`config.mk`:
```
export PLATFORM = sky130hd
export DESIGN_NAME = bobq_ctrl
export DESIGN_NICKNAME = d
export VERILOG_FILES = /design/src/rtl/core/bobq_pkg.sv /design/src/rtl/core/bobq_ctrl.sv
export SDC_FILE = /design/constraint.sdc
export NUM_CORES = 1
export LEC_CHECK = 0
export BUFFER_PORTS_ARGS = -buffer_cell sky130_fd_sc_hd__buf_2
export CAP_MARGIN = 5
export CORE_AREA = 10 10 47 49
export DETAILED_ROUTE_END_ITERATION = 6
export DIE_AREA = 0 0 57 59
export SLEW_MARGIN = 40
export SYNTH_ARGS = -nofsm -noshare
export SYNTH_HDL_FRONTEND = slang
export SYNTH_SLANG_ARGS = --single-unit
```
`constraint.sdc`:
```
create_clock -name clk -period 1.1 [get_ports clk]
set_input_delay 0.275 -clock clk [delete_from_list [all_inputs] [get_ports clk]]
set_output_delay 0.275 -clock clk [all_outputs]
set_load 0.02 [all_outputs]
```
`src/rtl/core/bobq_pkg.sv`:
```
// Shared types, constants and helper functions for the branch outcome bit queue.
`timescale 1ns / 1ps

package bobq_pkg;

	// Default ring depth in outcome bits; a power of two of at least one row.
	localparam int DEPTH_DEFAULT = 4096;

	// Header offsets of the two packet sizes.
	localparam int SHORT_HEADER_BITS = 1;
	localparam int LONG_HEADER_BITS = 16;

	// Field widths of the two streams.
	localparam int MODE_W = 2;
	localparam int PACKET_W = 64;
	localparam int SHORT_PACKET_W = 8;
	localparam int OUTCOME_W = 2;
	localparam int COUNT_OUT_W = 13;
	localparam int IN_DATA_W = 72;
	localparam int OUT_DATA_W = 16;

	// The store is kept in rows of 64 outcome bits.
	localparam int ROW_W = 64;
	localparam int ROW_OFS_W = 6;
	localparam int POS_W = 6;
	localparam int LEN_W = 6;

	// Item kinds carried in the mode field.
	typedef enum logic [MODE_W-1:0] {
		MODE_POP        = 2'd0,
		MODE_PUSH_SHORT = 2'd1,
		MODE_PUSH_LONG  = 2'd2,
		MODE_FLUSH      = 2'd3
	} mode_t;

	// Outcome codes.
	localparam logic [OUTCOME_W-1:0] OUTCOME_NOT_TAKEN = 2'd0;
	localparam logic [OUTCOME_W-1:0] OUTCOME_TAKEN = 2'd1;
	localparam logic [OUTCOME_W-1:0] OUTCOME_NONE = 2'd2;

	// Commands from the controller to the datapath.
	typedef struct packed {
		logic load;
		logic scan;
		logic align;
		logic write_lo;
		logic write_hi;
		logic pop_rd;
		logic pop_take;
		logic flush;
		logic finish;
	} dp_cmd_t;

	// Status from the datapath to the controller.
	typedef struct packed {
		logic is_pop;
		logic is_flush;
		logic empty;
		logic push_ok;
		logic spans;
		logic out_free;
	} dp_status_t;

	// Position of the highest set bit; the top bit of the result says one was found.
	function automatic logic [POS_W:0] stop_bit(input logic [PACKET_W-1:0] v);
		logic [POS_W:0] res;
		res = '0;
		for (int k = 0; k < PACKET_W; k++) begin
			if (v[k]) begin
				res = {1'b1, POS_W'(k)};
			end
		end
		return res;
	endfunction

	// Mirror a 64-bit word end for end.
	function automatic logic [PACKET_W-1:0] bit_reverse(input logic [PACKET_W-1:0] v);
		logic [PACKET_W-1:0] res;
		res = '0;
		for (int k = 0; k < PACKET_W; k++) begin
			res[k] = v[PACKET_W-1-k];
		end
		return res;
	endfunction

endpackage

```
`src/rtl/core/bobq_ctrl.sv`:
```
// Controller state machine that sequences each transaction through the datapath.
`timescale 1ns / 1ps

module bobq_ctrl (
	input  logic                   clk,
	input  logic                   arst_n,
	input  logic                   s_tvalid,
	output logic                   s_tready,
	input  bobq_pkg::dp_status_t   sts,
	output bobq_pkg::dp_cmd_t      cmd
);

	typedef enum logic [2:0] {
		S_IDLE,
		S_SCAN,
		S_READ,
		S_ALIGN,
		S_WRITE_LO,
		S_WRITE_HI,
		S_DONE
	} state_t;

	state_t state_q;
	state_t state_d;

	// Next state and command decode.
	always_comb begin
		cmd = '0;
		s_tready = 1'b0;
		state_d = state_q;
		unique case (state_q)
			S_IDLE: begin
				s_tready = 1'b1;
				if (s_tvalid) begin
					cmd.load = 1'b1;
					state_d = S_SCAN;
				end
			end
			S_SCAN: begin
				priority if (sts.is_flush) begin
					cmd.flush = 1'b1;
					state_d = S_DONE;
				end else if (sts.is_pop) begin
					if (sts.empty) begin
						state_d = S_DONE;
					end else begin
						cmd.pop_rd = 1'b1;
						state_d = S_READ;
					end
				end else begin
					cmd.scan = 1'b1;
					state_d = S_ALIGN;
				end
			end
			S_READ: begin
				cmd.pop_take = 1'b1;
				state_d = S_DONE;
			end
			S_ALIGN: begin
				cmd.align = 1'b1;
				state_d = S_WRITE_LO;
			end
			S_WRITE_LO: begin
				if (sts.push_ok) begin
					cmd.write_lo = 1'b1;
					state_d = sts.spans ? S_WRITE_HI : S_DONE;
				end else begin
					state_d = S_DONE;
				end
			end
			S_WRITE_HI: begin
				cmd.write_hi = 1'b1;
				state_d = S_DONE;
			end
			S_DONE: begin
				if (sts.out_free) begin
					cmd.finish = 1'b1;
					state_d = S_IDLE;
				end
			end
			default: begin
				state_d = S_IDLE;
			end
		endcase
	end

	// State register.
	always_ff @(posedge clk or negedge arst_n) begin
		if (!arst_n) begin
			state_q <= S_IDLE;
		end else begin
			state_q <= state_d;
		end
	end

endmodule

```
== Yosys cells after proc, flatten, opt, wreduce, memory -nomap -nowiden ==
Cells that the tools add are included.

* Flip-flop bits (word level): 3
* Input bits: 9
* Output and inout port bits: 10
* Logic and storage cells: 39

* Equality and inequality tests: 8
* Multiplexer cells: 27
* Reductions and logical operators: 3

{| class="wikitable"
|+ Operators by type and width
! kind !! count
|-
| $mux W1 || 19
|-
| $pmux W3 S6 || 1
|-
| $mux W3 || 5
|-
| $eq A3 B3 Y1 const B || 3
|-
| $eq A3 B2 Y1 const B || 2
|-
| $mux W2 || 2
|-
| $ne A2 B2 Y1 const B || 2
|-
| $eq A3 B1 Y1 const B || 1
|-
| $logic_not A3 Y1 || 1
|-
| $reduce_and A2 Y1 || 1
|-
| $reduce_or A2 Y1 || 1
|}

== Depth between registers and ports, before layout ==
* Depth after elaboration: 4
* Mapped depth: 4
* Gate-level depth less buffers: 3

== Worst setup path after synthesis ==
Ideal clock, no wire load.

* Path kind: reg-to-output
* From: register state_q[1]
* To: output port cmd[3] (netlist bit)
* Arrival: 1.323 ns
* Data required time: 0.825 ns
* Setup slack: -0.498 ns
* Stages on the path, launching flop included: 4
* Path buffers: 1
* Cell sequence: dfrtp_1 > buf_6 > nand2b_4 > nor4_1

{| class="wikitable"
|+ RTL lines
! what !! RTL line !! RTL
|-
| start: declaration || bobq_ctrl.sv:23 || <nowiki>state_t state_q;</nowiki>
|-
| start signal: assignment || bobq_ctrl.sv:92 || <nowiki>state_q <= state_d;</nowiki>
|-
| end: declaration || bobq_ctrl.sv:10 || <nowiki>output bobq_pkg::dp_cmd_t cmd</nowiki>
|}

==> flow_summary.toml <==
[outcome]
status = "finished, violations left"
violations = "negative setup slack"

[sta]
layout_min_cycle_time_ns = 1.514
achievable-frequency_mhz = 660.4
slew_headroom_pct = 84.83
finalSetupViolCount = 11
count_of_pins_over_their_slew_limit = 0
timing_worst_slew_pin_value_ns = 0.2259
post-route-worst-setup-slack_ns = -0.4142
grt_setup_unrepaired = "yes"
fin_skew_ns = 0.0005884
timing.final.hold_violations = 0
fin_crit_sh_pct = 137.7

[power_and_ir_drop]
power_density_normalized_to_cell_area_nw_per_um2 = 2543
design_power_total_uw = 1508
p_leak_uw = 0.0002789
ir_worst_vdd_mv = 1.036

[cells_and_area]
post_route_cells_drive_above_1_share_pct = 75.00
finish.net_count = 74
antenna-diode-count = 0
largest_reg_flops = 3
registers.top_by_ff_count = "state_q"
instances_no_fill = 80
multi_input_comb_area_um2 = 227.7
register_area_um2 = 78.83
flow.area_growth_from_synthesis_pct = 116.4
filler_cell_count = 156
postLayoutCoreUtil_pct = 42.32
finalInstanceArea_um2 = 593.1
reg.largest.list = "state_q x3"

[cts]
clk_pin_slew_worst_paths_ns = 0.04
clockBufferDepth = 2
cts_inserted_buffers = 3
number_of_sinks_driven_by_the_clock_tree = 3
clock_tree.root_cell = "sky130_fd_sc_hd__clkbuf_4"
clk-insertion-delay-late_ns = 0.24
cts_tree = "yes"
cts-htree-levels = 1

[placement]
placedInstanceArea_um2 = 470.5
port_buffers = 18
detailed_place_hpwl_um = 741.6
replace_congestion = 0.7982
dpl.cell_count = 73

[critical_path]
critPathLaunchType = "register"
critPathKind = "register to output pin"
endpoint_kind = "output pin"
crit_required_ns = 0.82
worstPathArrival_ns = 1.24
critical_path_peak_fanout = 5

[route]
postRouteWirelength_um = 941
detail_route.wl_per_cell_um = 11.76
detailed_routing_iterations_pass_1 = 4
viasPerCell = 4.363
drt_iter0_drc = 2
route.detailed.drc = 0
detailroute.via_count = 349
route.antenna.remaining_nets = 0

[synth]
ys_ff_latch = 3
synth_sequential_area_ratio_pct = 27.40
synthesis.area_um2 = 274.0
postSynthNetCount = 42
netlist-cell-type-count = 22
post_synthesis_cells = 33
ys_warn_count = 0
avgSynthCellArea_um2 = 8.303

[grt]
wire_length_of_the_first_global_routing_pass_um = 1600
grt_pass1_vias = 424
grt_max_degree = 8
grt_remaining_overflow = 0
antenna_found_initial = 0
global_route.usage.total_pct = 5.946

[floorplanning]
horizontal_extent_of_the_die_um = 57
coreArea_um2 = 1401
die_h_um = 59
num_io_pins = 19
design.die.area_um2 = 3363
core.rowCount = 14
initial_core_util_pct = 19.55

[run]
cap_violations = 0

[worst_hold_path]
timing.hold.worst.class = "primary input to async pin"
-- stage by stage --
stage | hold WS [ns] | setup WS [ns] | setup TNS [ns]
floorplan | -0.02059 | -0.1856 | -1.126
global placement | 0.07263 | -0.2069 | -1.622
detailed placement | 0.07088 | -0.2346 | -1.701
CTS | 0.3613 | -0.4270 | -3.772
global route | 0.3742 | -0.4630 | -4.253
finish | 0.3650 | -0.4142 | -3.682
-- timing repair --
item | in CTS | in global routing
buffers inserted | 1 | 1
hold buffers | 1 | 0
hold endpoints to repair | 3 | 0
endpoints found under the setup margin | 12 | 13
gates resized for setup | 20 | 5
pin swaps | 2 | 2
-- synthesized netlist by cell type --
cell	number	area [um2]
sky130_fd_sc_hd__nor2b_1	1	6.260
sky130_fd_sc_hd__o21a_1	1	7.510
sky130_fd_sc_hd__inv_2	1	3.750
sky130_fd_sc_hd__nor3_2	1	10.01
sky130_fd_sc_hd__buf_2	1	5.000
sky130_fd_sc_hd__nor4_1	1	6.260
sky130_fd_sc_hd__nor4_4	1	21.27
sky130_fd_sc_hd__a21o_1	1	7.510
sky130_fd_sc_hd__buf_6	1	11.26
sky130_fd_sc_hd__nor2_1	5	18.77
sky130_fd_sc_hd__a21oi_1	2	10.01
sky130_fd_sc_hd__a211oi_1	1	7.510
sky130_fd_sc_hd__and3_1	1	6.260
sky130_fd_sc_hd__nand2_1	2	7.510
sky130_fd_sc_hd__nor3b_1	1	7.510
sky130_fd_sc_hd__and2_1	2	12.51
sky130_fd_sc_hd__nand2b_4	1	13.76
sky130_fd_sc_hd__nand2b_1	2	12.51
sky130_fd_sc_hd__nor3_1	2	10.01
sky130_fd_sc_hd__dfrtp_1	3	75.07
sky130_fd_sc_hd__o22ai_1	1	6.260
sky130_fd_sc_hd__buf_4	1	7.510
-- final timing paths --
path                       startpoint         end  slack [ns]  cells past startpoint
max                        state_q[1]      cmd[3]       -0.41                      3
min                            arst_n  state_q[1]        0.37                      2
max reg2reg                state_q[1]  state_q[0]           0                      4
min reg2reg                state_q[1]  state_q[0]        0.71                      3
max in group asynchronous      arst_n  state_q[0]        0.62                      2
min in group clk               sts[0]  state_q[2]        0.37                      4
-- worst max-delay path, stage by stage (launching register included) --
cell and delay [ns]:
sky130_fd_sc_hd__dfrtp_2 0.43, sky130_fd_sc_hd__nand2b_4 0.19, sky130_fd_sc_hd__nor4_4 0.20, sky130_fd_sc_hd__buf_4 0.18
-- power breakdown --
part | internal [uW] | switching (uW)
clock | 136 | 62.6
sequential | 177 | 100
combinational | 546 | 487
total | 859 | 650
-- cell usage in the layout (no fill, tap or decap), drive strengths merged, types with 2 or more instances in the layout --
cell,count
nand2b,3
a21oi,2
clkbuf,4
nor2,5
buf,29
nor4,2
nand2,2
and2,2
dfrtp,3
nor3,3
-- cell type report --
cell class / count / share of cell area (%)
well taps: 16 / 3.376
clock buffers: 4 / 4.430
flip-flops and latches: 3 / 13.29
repair buffers: 30 / 39.45
inverters: 1 / 1.055
multi-input cells: 26 / 38.40
-- per-layer routing --
layer,share of wire [%],routed length [um],GRT usage [%]
met1,41,388,5.649
met2,49,457,9.302
met3,7.9,74,2.575
met4,2.2,21,6.040
met5,0,0,0
-- cell families after synthesis --
logic type             share of synthesized area, %
DFF                                           27.40
buffers and inverters                         10.04
and+or+nand+nor                               48.41
AOI/OAI and AO/OA                             14.16
Power figures use the tool's default switching activity.
